File: src/rtl/core/itr_pkg.sv
// Package for the interval timer and interrupt register block.
// Holds operation codes, register indexes, bit masks and the result type.
// No dependencies.
`timescale 1ns / 1ps
`default_nettype none

package itr_pkg;

    localparam logic [1:0] OP_WRITE  = 2'd0;
    localparam logic [1:0] OP_READ   = 2'd1;
    localparam logic [1:0] OP_EXPIRE = 2'd2;

    localparam logic [3:0] REG_PORT_A   = 4'h0;
    localparam logic [3:0] REG_LATCH_LO = 4'h4;
    localparam logic [3:0] REG_LATCH_HI = 4'h5;
    localparam logic [3:0] REG_ICR      = 4'hD;
    localparam logic [3:0] REG_CTRL_A   = 4'hE;
    localparam logic [3:0] REG_CTRL_B   = 4'hF;

    localparam logic [7:0] CTRL_KEEP     = 8'hEF;
    localparam int         CTRL_START    = 0;
    localparam int         CTRL_ONESHOT  = 3;
    localparam int         CTRL_FORCE    = 4;
    localparam int         ICR_SET       = 7;
    localparam int         MASK_TIMER_A  = 0;

    typedef struct packed {
        logic [7:0]  read_data;
        logic        timer_restart;
        logic [15:0] restart_count;
        logic        nmi_pulse;
        logic        bank_changed;
        logic        irq_pending;
    } itr_result_t;

endpackage

`default_nettype wire

File: src/rtl/core/interval_timer_interrupt_regs_top.sv
// Each result beat is registered in the head or, on a stall, the skid register.
// Throughput: one beat per cycle from the single-pass step logic of itr_regfile;
// the two-entry output stage keeps input open until the skid entry is full.
// Reset: rst_n is asynchronous and active low; it clears the register shadow,
// timer latch, interrupt mask and flags, control registers and output stage.
// Depends on itr_pkg and itr_regfile.
`timescale 1ns / 1ps
`default_nettype none

module interval_timer_interrupt_regs_top
    import itr_pkg::*;
(
    input  wire logic        clk,
    input  wire logic        rst_n,
    input  wire logic        in_valid,
    output      logic        in_ready,
    input  wire logic [1:0]  op,
    input  wire logic [3:0]  reg_index,
    input  wire logic [7:0]  write_data,
    output      logic        out_valid,
    input  wire logic        out_ready,
    output      logic [7:0]  read_data,
    output      logic        timer_restart,
    output      logic [15:0] restart_count,
    output      logic        nmi_pulse,
    output      logic        bank_changed,
    output      logic        irq_pending
);

    itr_result_t step_result;
    itr_result_t out_data_reg, out_data_next;
    itr_result_t skid_data_reg, skid_data_next;
    logic        out_valid_reg, out_valid_next;
    logic        skid_valid_reg, skid_valid_next;
    logic        in_fire;
    logic        out_fire;

    // Take a new beat whenever the skid entry is free; the state update
    // happens on the accepting edge so the next beat sees it at once.
    assign in_ready = !skid_valid_reg;
    assign in_fire  = in_valid && in_ready;
    assign out_fire = out_valid_reg && out_ready;

    itr_regfile u_regfile (
        .clk        (clk),
        .rst_n      (rst_n),
        .step_en    (in_fire),
        .op         (op),
        .reg_index  (reg_index),
        .write_data (write_data),
        .result     (step_result)
    );

    // Output stage: the head register feeds the port; the skid register
    // catches a beat that arrives while the head is stalled.
    always_comb
    begin
        out_valid_next  = out_valid_reg;
        skid_valid_next = skid_valid_reg;
        out_data_next   = out_data_reg;
        skid_data_next  = skid_data_reg;
        if (!out_valid_reg || out_fire)
        begin
            if (skid_valid_reg)
            begin
                // drain the skid entry into the head
                out_valid_next  = 1'b1;
                out_data_next   = skid_data_reg;
                skid_valid_next = 1'b0;
            end
            else
            begin
                out_valid_next = in_fire;
                if (in_fire)
                    out_data_next = step_result;
            end
        end
        else if (in_fire)
        begin
            // head stalled: hold the new beat aside
            skid_valid_next = 1'b1;
            skid_data_next  = step_result;
        end
    end

    always_ff @(posedge clk or negedge rst_n)
    begin
        if (!rst_n)
        begin
            out_valid_reg  <= 1'b0;
            skid_valid_reg <= 1'b0;
        end
        else
        begin
            out_valid_reg  <= out_valid_next;
            skid_valid_reg <= skid_valid_next;
        end
    end

    // Payload needs no reset; it only matters under its valid bit.
    always_ff @(posedge clk)
    begin
        out_data_reg  <= out_data_next;
        skid_data_reg <= skid_data_next;
    end

    assign out_valid     = out_valid_reg;
    assign read_data     = out_data_reg.read_data;
    assign timer_restart = out_data_reg.timer_restart;
    assign restart_count = out_data_reg.restart_count;
    assign nmi_pulse     = out_data_reg.nmi_pulse;
    assign bank_changed  = out_data_reg.bank_changed;
    assign irq_pending   = out_data_reg.irq_pending;

`ifndef SYNTHESIS
    a_skid_behind_head: assert property (@(posedge clk) disable iff (!rst_n)
        skid_valid_reg |-> out_valid_reg)
        else $error("skid entry holds a beat while the head is empty");
    a_nmi_sets_pending: assert property (@(posedge clk) disable iff (!rst_n)
        out_valid_reg && out_data_reg.nmi_pulse |-> out_data_reg.irq_pending)
        else $error("interrupt pulse without pending flag");
    a_count_only_on_restart: assert property (@(posedge clk) disable iff (!rst_n)
        out_valid_reg && !out_data_reg.timer_restart |-> out_data_reg.restart_count == 16'h0000)
        else $error("restart count driven without a restart");
    a_stall_fills_skid: assert property (@(posedge clk) disable iff (!rst_n)
        out_valid_reg && !out_ready && in_fire |=> skid_valid_reg)
        else $error("beat accepted under a stall was not held");
`endif

endmodule

`default_nettype wire

File: src/rtl/core/itr_regfile.sv
// Register state and single-pass step logic of the timer/interrupt block.
// Depends on itr_pkg.
`timescale 1ns / 1ps
`default_nettype none

module itr_regfile
    import itr_pkg::*;
(
    input  wire logic        clk,
    input  wire logic        rst_n,
    input  wire logic        step_en,
    input  wire logic [1:0]  op,
    input  wire logic [3:0]  reg_index,
    input  wire logic [7:0]  write_data,
    output itr_result_t      result
);

    logic [7:0]  shadow_reg [16];
    logic [15:0] latch_reg, latch_next;
    logic [4:0]  mask_reg, mask_next;
    logic        flag_ta_reg, flag_ta_next;
    logic        flag_irq_reg, flag_irq_next;
    logic [7:0]  ctrl_a_reg, ctrl_a_next;
    logic [7:0]  ctrl_b_reg, ctrl_b_next;
    logic        shadow_wr;
    logic [7:0]  shadow_wdata;
    logic [7:0]  rd;
    logic        restart;
    logic        nmi;
    logic        bank;

    always_comb
    begin
        latch_next    = latch_reg;
        mask_next     = mask_reg;
        flag_ta_next  = flag_ta_reg;
        flag_irq_next = flag_irq_reg;
        ctrl_a_next   = ctrl_a_reg;
        ctrl_b_next   = ctrl_b_reg;
        shadow_wr     = 1'b0;
        shadow_wdata  = write_data;
        rd            = 8'h00;
        restart       = 1'b0;
        nmi           = 1'b0;
        bank          = 1'b0;
        case (op)
            OP_WRITE:
            begin
                shadow_wr = 1'b1;
                case (reg_index)
                    REG_PORT_A:   bank = 1'b1;
                    REG_LATCH_LO: latch_next[7:0] = write_data;
                    REG_LATCH_HI:
                    begin
                        latch_next[15:8] = write_data;
                        restart          = ctrl_a_reg[CTRL_START];
                    end
                    REG_ICR:
                    begin
                        if (write_data[ICR_SET])
                            mask_next = mask_reg | write_data[4:0];
                        else
                            mask_next = mask_reg & ~write_data[4:0];
                    end
                    REG_CTRL_A:
                    begin
                        ctrl_a_next = write_data & CTRL_KEEP;
                        restart     = write_data[CTRL_FORCE] & write_data[CTRL_START];
                    end
                    REG_CTRL_B:   ctrl_b_next = write_data & CTRL_KEEP;
                    default:      ;
                endcase
            end
            OP_READ:
            begin
                shadow_wr = 1'b1;
                case (reg_index)
                    REG_LATCH_LO: rd = latch_reg[7:0];
                    REG_LATCH_HI: rd = latch_reg[15:8];
                    REG_ICR:
                    begin
                        rd            = {flag_irq_reg, 6'b000000, flag_ta_reg};
                        flag_ta_next  = 1'b0;
                        flag_irq_next = 1'b0;
                    end
                    REG_CTRL_A:   rd = ctrl_a_reg;
                    REG_CTRL_B:   rd = ctrl_b_reg;
                    default:      rd = shadow_reg[reg_index];
                endcase
                shadow_wdata = rd;
            end
            OP_EXPIRE:
            begin
                if (ctrl_a_reg[CTRL_START])
                begin
                    // one-shot stops, continuous reloads and runs on
                    if (ctrl_a_reg[CTRL_ONESHOT])
                        ctrl_a_next[CTRL_START] = 1'b0;
                    else
                        restart = 1'b1;
                    flag_ta_next = 1'b1;
                    if (mask_reg[MASK_TIMER_A] && !flag_irq_reg)
                    begin
                        flag_irq_next = 1'b1;
                        nmi           = 1'b1;
                    end
                end
            end
            default: ;
        endcase
    end

    always_comb
    begin
        result.read_data     = rd;
        result.timer_restart = restart;
        result.restart_count = restart ? latch_next : 16'h0000;
        result.nmi_pulse     = nmi;
        result.bank_changed  = bank;
        result.irq_pending   = flag_irq_next;
    end

    always_ff @(posedge clk or negedge rst_n)
    begin
        if (!rst_n)
        begin
            for (int i = 0; i < 16; i++)
                shadow_reg[i] <= 8'h00;
            latch_reg    <= 16'h0000;
            mask_reg     <= 5'h00;
            flag_ta_reg  <= 1'b0;
            flag_irq_reg <= 1'b0;
            ctrl_a_reg   <= 8'h00;
            ctrl_b_reg   <= 8'h00;
        end
        else if (step_en)
        begin
            if (shadow_wr)
                shadow_reg[reg_index] <= shadow_wdata;
            latch_reg    <= latch_next;
            mask_reg     <= mask_next;
            flag_ta_reg  <= flag_ta_next;
            flag_irq_reg <= flag_irq_next;
            ctrl_a_reg   <= ctrl_a_next;
            ctrl_b_reg   <= ctrl_b_next;
        end
    end

`ifndef SYNTHESIS
    a_ctrl_force_clear: assert property (@(posedge clk) disable iff (!rst_n)
        !ctrl_a_reg[CTRL_FORCE] && !ctrl_b_reg[CTRL_FORCE])
        else $error("force-load bit stored in a control register");
    a_nmi_needs_mask: assert property (@(posedge clk) disable iff (!rst_n)
        step_en && result.nmi_pulse |-> mask_reg[MASK_TIMER_A] && !flag_irq_reg)
        else $error("interrupt signalled while masked or already pending");
    a_irq_has_cause: assert property (@(posedge clk) disable iff (!rst_n)
        flag_irq_reg |-> flag_ta_reg)
        else $error("interrupt flag set without timer A flag");
`endif

endmodule

`default_nettype wire
File: config.mk
export PLATFORM = sky130hd
export DESIGN_NAME = interval_timer_interrupt_regs_top
export DESIGN_NICKNAME = d
export VERILOG_FILES = /design/src/rtl/core/itr_pkg.sv /design/src/rtl/core/interval_timer_interrupt_regs_top.sv /design/src/rtl/core/itr_regfile.sv
export SDC_FILE = /design/constraint.sdc
export NUM_CORES = 1
export LEC_CHECK = 0
export BUFFER_PORTS_ARGS = -buffer_cell sky130_fd_sc_hd__buf_2
export CELL_PAD_IN_SITES_DETAIL_PLACEMENT = 0
export CELL_PAD_IN_SITES_GLOBAL_PLACEMENT = 1
export CORE_AREA = 2 2 162 164
export CTS_BUF_LIST = sky130_fd_sc_hd__clkbuf_8 sky130_fd_sc_hd__clkbuf_16
export CTS_CLUSTER_DIAMETER = 40
export DETAILED_ROUTE_END_ITERATION = 10
export DIE_AREA = 0 0 164 166
export PLACE_DENSITY = 0.6
export SETUP_SLACK_MARGIN = 0.2
export SLEW_MARGIN = 20
export SYNTH_ARGS = -nofsm -noshare
export SYNTH_HDL_FRONTEND = slang
export SYNTH_SLANG_ARGS = --single-unit
File: constraint.sdc
create_clock -name clk -period 5 [get_ports clk]
set_clock_uncertainty 0.1 [all_clocks]
set_input_delay 1.25 -clock clk [delete_from_list [all_inputs] [get_ports clk]]
set_output_delay 1.25 -clock clk [all_outputs]
set_load 0.02 [all_outputs]
==> results.ini, run 1 <==
[placement]
portBuffers=47
gp_congestion=0.806
dp_hpwl_microns=15400

[route]
wl_per_cell_microns=20.2
dr.pass1.iters=5
drt_iter0_markers=412
ant_nets=0
wirelength_microns=22700
drcViolationCount=0
dr_total_vias=5988
via_per_inst=5.33

[hold_path]
hold_class=reg2reg

[synth]
synth-compound-area-share_pct=14.7
synth_xor_area_share_pct=0
yosys.area_share.simple_pct=10.7
synth_ff_type=dfrtp_1
synth_top_family_by_area=multiplexers
syn-num-nets=773
synth_cell_types=64
ys_ff_latch=179
async_reset_ff_share_pct=68.7
muxShareOfSynthArea_pct=14.9
synth_adder_area_share_pct=0.427
ys_warn_count=0
syn_area_sq_mm=0.00879
synth_edf_count=56
synthCells=752
syn-mean-instance-area_sq_um=11.7
ys_seq_area_share_pct=54.2

[global_routing]
grt_overflow=0
antenna_found_initial=1
grt.total_usage_pct=17.3
grt_max_degree=69
grt_pass1_vias=5997
grt_pass1_wl_microns=35600

[setup_path]
critPathRequiredTime_ns=5.27
r2r_slack_ns=2.13
cp-end-kind=register
crit_type=in2reg
critPathArrivalTime_ns=3.70
start_kind=input pin
cp_max_fo=35

[cells_and_area]
final_cell_mix=dfrtp_1, nor2_1, mux2_2
layout-drive-gt1-share_pct=25.3
area_delta_synth_final_pct=12.0
multiInputGateArea_sq_mm=0.00358
layout_commonest_cell=dfrtp_1
largest_register_ffs=88
fillerInstances=2461
seqCellArea_sq_mm=0.00476
utilization_pct=38.4
diodes=0
nNetsFinal=797

[run]
maxCapViolCount=0

[cts]
path_clk_slew_ns=0.07
cts_made_buffers=17
cts_buffer_depth=2
cts-hold-fix-buffers=0
post-cts-setup-buffer-count=0
ctsResizeCount=0
clkSinkCount=179
clk_latency_ns=0.43
root_buffer=clkbuf_16
h-tree-depth=4
cts_tree=built

[timing]
relSlewSlack_pct=37.5
rsz0062_at_grt=no
setup_tns_ns=0
period_needed_ns=3.43
finalCritPeriodShare_pct=68.6
fmax_mhz=292
tightest_slew_ns=0.937
finalHoldViolCount=0
slew_violations=0
setup_viol=0

[pwr]
pwr-share-comb_pct=15.9
peakVddDrop_mv=0.195
seqPwrFrac_pct=47.7
finalPower_mw=3.94
p_clk_share_pct=36.4
p_sw_mw=1.09
swShare_pct=27.7
power_density_mw_per_mm2=400
p_int_mw=2.85
leakage_nw=4.21

[run_status]
status=finished, final reports clean

[die]
die_w_microns=164
fp-row-count=59
core-area_sq_mm=0.0256
fp.dieH_microns=166
die_area_sq_mm=0.0272
io_pins=48
start_util_pct=34.3

[final cells by class]
| class | instances | share of cell area (%) |
|---|---|---|
| clock buffers | 22 | 5.48 |
| clock inverters | 10 | 0.991 |
| inverters | 12 | 0.458 |
| multi-input cells | 499 | 36.4 |
| flip-flops and latches | 179 | 48.3 |
| well taps | 335 | 4.26 |
| repair buffers | 67 | 4.07 |
[synth_stat cells, types with 3 or more instances]
cell type	count	area, sq um
or2_2	5	31.3
mux2i_1	53	531
clkbuf_1	19	71.3
nor2b_1	4	25.0
o21ai_4	3	48.8
buf_1	5	18.8
a22o_1	6	52.6
o31ai_1	22	165
a31oi_1	52	325
a21oi_1	10	50.1
inv_1	10	37.5
nor2_1	92	345
edfxtp_1	56	1680
nor3_1	7	35.0
o221a_2	3	33.8
buf_6	9	101
o21bai_1	3	22.5
buf_4	8	60.1
ha_1	3	37.5
buf_2	18	90.1
o21a_1	7	52.6
nand2_1	47	176
nor2_2	3	18.8
o211ai_1	4	30.0
nor3_2	3	30.0
o22a_1	8	70.1
nand3_1	10	50.1
nand2b_1	18	113
and3_1	3	18.8
buf_12	3	60.1
dfrtp_1	123	3080
mux2_2	67	754
o22ai_1	3	18.8
o21ai_0	7	35.0
a22oi_1	18	135
[kinds of logic (layout without fill, tap and decap cells)]
group,after synthesis,after routing
and+or+nand+nor,204,204
AOI/OAI and AO/OA,170,170
buffers and inverters,74,111
muxes,122,122
adders and majority gates,3,3
DFF,179,179
[worst max-delay path, cell delays in order]
cell	delay (ns)
buf_2	0.70
or2b_1	0.46
o21ai_1	0.21
nor3_1	0.11
a211oi_2	0.66
mux2_2	0.29
[layer usage]
layer / share of wire (%) / GRT usage, % / vias to the layer above
li1: - / - / 2804
met1: 45 / 22.7 / 3021
met2: 49 / 28.6 / 134
met3: 3.6 / 3.50 / 27
met4: 1.5 / 5.42 / 2
met5: 0.057 / 0 / -
[stage by stage]
stage	std cells	worst slack [ns]	cell area (sq um)	hold WS (ns)
after global placement	1092	1.14	9210	0.369
after global routing	1124	1.40	9840	0.414
after detailed placement	1092	1.03	9210	0.376
final	1124	1.57	9840	0.398
after CTS	1124	1.48	9840	0.393
after floorplan	752	1.84	8790	0.358
[power groups by stage]
stage / clock network [mW] / logic (mW) / registers [mW]
after floorplan: 0 / 0.453 / 1.89
after global placement: 0 / 0.614 / 1.89
after detailed placement: 0 / 0.631 / 1.91
after CTS: 1.46 / 0.634 / 1.88
after global routing: 1.52 / 0.696 / 1.90
final: 1.43 / 0.628 / 1.88
[worst paths after layout]
kind	startpoint	to	cells after the start
worst max-delay path	reg_index[1]	u_regfile.shadow_reg[45]	6
worst min-delay path	u_regfile.shadow_reg[100]	u_regfile.shadow_reg[100]	1
worst max register to register	skid_valid_reg	u_regfile.ctrl_b_reg[2]	5
worst min register to register	u_regfile.shadow_reg[100]	u_regfile.shadow_reg[100]	1
max in group asynchronous	rst_n	u_regfile.latch_reg[5]	2
min in group asynchronous	rst_n	u_regfile.shadow_reg[46]	1
(Power assumes the default switching activity.)
==> inputs of run 2 (changes only) <==
ABC_AREA = 1   (was not set)
CORE_AREA = 2 2 182 184   (was 2 2 162 164)
DIE_AREA = 0 0 184 186   (was 0 0 164 166)
PLACE_DENSITY = 0.64   (was 0.6)
clock period = 3.4 ns   (was 5 ns; I/O delays follow)
==> run 2 against run 1 <==
Net effect:
- area after synthesis is 27% higher
- critical path type is now reg2out
- critical path depth fell by 3
- die area grew 26%
- utilization rose by 3.1 points
- combinational power is 96% higher
- clock power grew to 3.0 times the previous value
- clock-buffer cell count increased by 25
- register-to-register slack lost 1.1 ns
- power increased by 130%
- non-clock buffer count grew 8
- sequential share of layout area down 5.3 points
- sequential cell count grew 40
==> results.ini, run 2 <==
[cts]
ctsResizeCount=0
cts-hold-fix-buffers=0
path_clk_slew_ns=0.06
cts_tree=built
cts_made_buffers=43
cts_buffer_depth=3
clk_latency_ns=0.53
post-cts-setup-buffer-count=0
clkSinkCount=219
h-tree-depth=2
root_buffer=clkbuf_16

[placement]
dp_hpwl_microns=22200
portBuffers=47
post-place-ws_ns=0.425
gp_congestion=0.845

[setup_path]
r2r-start=skid_valid_reg
cp-end-kind=output port
start_kind=register
cp_max_fo=21
critPathRequiredTime_ns=2.45
critPathLaunch=skid_valid_reg
crit_type=reg2out
r2r_slack_ns=1.04
critPathArrivalTime_ns=1.88

[timing]
tightest_slew_ns=0.695
finalCritPeriodShare_pct=83.4
finalWorstSetupSlack_ns=0.566
fmax_mhz=353
setup_tns_ns=0
relSlewSlack_pct=53.4
setup_viol=0
finalHoldViolCount=0
period_needed_ns=2.83
slew_violations=0
rsz0062_at_grt=no

[synth]
syn-num-nets=1520
synth_ff_type=dfrtp_1
synthCells=1499
ys_ff_latch=219
synth_cell_types=38
syn_area_sq_mm=0.0111
synth_top_area_share_pct=36.6
syn-mean-instance-area_sq_um=7.43
ys_seq_area_share_pct=51.7
synth_edf_count=56
synthTopCellsByArea=dfrtp_1, nand2_1, edfxtp_1
yosys.area.top_type=dfrtp_1
ys_warn_count=0
async_reset_ff_share_pct=74.4
synth_most_common_cell=nand2_1
synth_common_cells=nand2_1, inv_1, dfrtp_1, nor2_1, edfxtp_1

[global_routing]
grt_max_degree=68
antenna_found_initial=0
grt_overflow=0
grt_pass1_vias=9179
grt_pass1_wl_microns=52100
grt.total_usage_pct=19.9

[route]
route.met3.wl_microns=1390
dr.pass1.iters=5
drcViolationCount=0
wl_per_cell_microns=16.1
maxUsedRoutingLayer=met4
dr_wl_met2_microns=14300
dr_total_vias=9193
wl_met1_microns=15800
wirelength_microns=32500
ant_nets=0
via_per_inst=4.56
drt_iter0_markers=591

[run]
maxCapViolCount=0

[cells_and_area]
utilization_pct=41.6
final_cell_mix=nand2_1, inv_1, dfrtp_1
layout_commonest_cell=nand2_1
nNetsFinal=1597
largest_register_ffs=128
diodes=0
layout-drive-gt1-share_pct=13.2
area_delta_synth_final_pct=20.1

[die]
start_util_pct=34.6
io_pins=48
fp-row-count=66
fp.dieH_microns=186
die_w_microns=184
core-area_sq_mm=0.0322
die_area_sq_mm=0.0342

[pwr]
power_density_mw_per_mm2=662
peakVddDrop_mv=0.330
leakage_nw=7.10

[hold_path]
hold_class=in2async

[run_status]
status=finished, final reports clean

[run 2: cell count changes after synthesis, sizes merged, moves of 40 or more]
cell   before  now
o21ai      11   60
inv        11  183
nand2      48  855
a31oi      52    2
mux2i      53    2
dfrtp     123  163
mux2       69    0
[run 2: path summary, 6_finish.rpt]
check | cells past startpoint | to
max in group asynchronous | 2 | u_regfile.shadow_reg[41]
min | 1 | u_regfile.shadow_reg[5]
min in group clk | 2 | u_regfile.shadow_reg[40]
max | 3 | in_ready
max reg2reg | 7 | u_regfile.shadow_reg[77]
min reg2reg | 2 | u_regfile.shadow_reg[40]
[run 2: area by class of cell]
type / count / area, sq um
inverter: 186 / 708
sequential: 219 / 5760
clock inverter: 32 / 340
fill: 3382 / 18800
multi-input combinational: 1051 / 4410
timing repair buffer: 75 / 514
tap: 408 / 510
clock buffer: 47 / 1140
[run 2: logic make-up after synthesis]
| kind of cell | after synthesis | share of synthesized area (%) |
|---|---|---|
| adders and majority gates | 3 | 0.337 |
| DFF | 219 | 51.7 |
| and+or+nand+nor | 958 | 34.6 |
| AOI/OAI and AO/OA | 88 | 4.44 |
| muxes | 2 | 0.180 |
| buffers and inverters | 229 | 8.78 |
[run 2: routing by layer]
metal  GRT usage (%)  vias up
met3            3.09       68
met1            28.0     4275
met5               0        -
li1                -     4670
met4            7.52        0
met2            31.0      180
[run 2: metrics by stage]
| stage | area, sq um | total power [mW] | hold slack (ns) | cells |
|---|---|---|---|---|
| CTS | 13400 | 8.97 | 0.194 | 2018 |
| global placement | 11900 | 4.58 | 0.363 | 1939 |
| detailed placement | 11900 | 4.59 | 0.365 | 1939 |
| finish | 13400 | 8.87 | 0.185 | 2018 |
| floorplan | 11100 | 4.16 | 0.349 | 1499 |
| global route | 13400 | 9.34 | 0.208 | 2018 |
[run 2: power by group]
| group | internal (mW) | switching (mW) | total [mW] |
|---|---|---|---|
| clock | 2.87 | 1.45 | 4.33 |
| combinational | 0.402 | 0.825 | 1.23 |
| sequential | 3.11 | 0.207 | 3.31 |
| total | 6.38 | 2.48 | 8.87 |
[run 2: worst max-delay path, cell delays in order, from the launching register on]
cell and delay [ns]:
dfrtp_1 0.36, buf_4 0.20, inv_1 0.51, buf_2 0.28
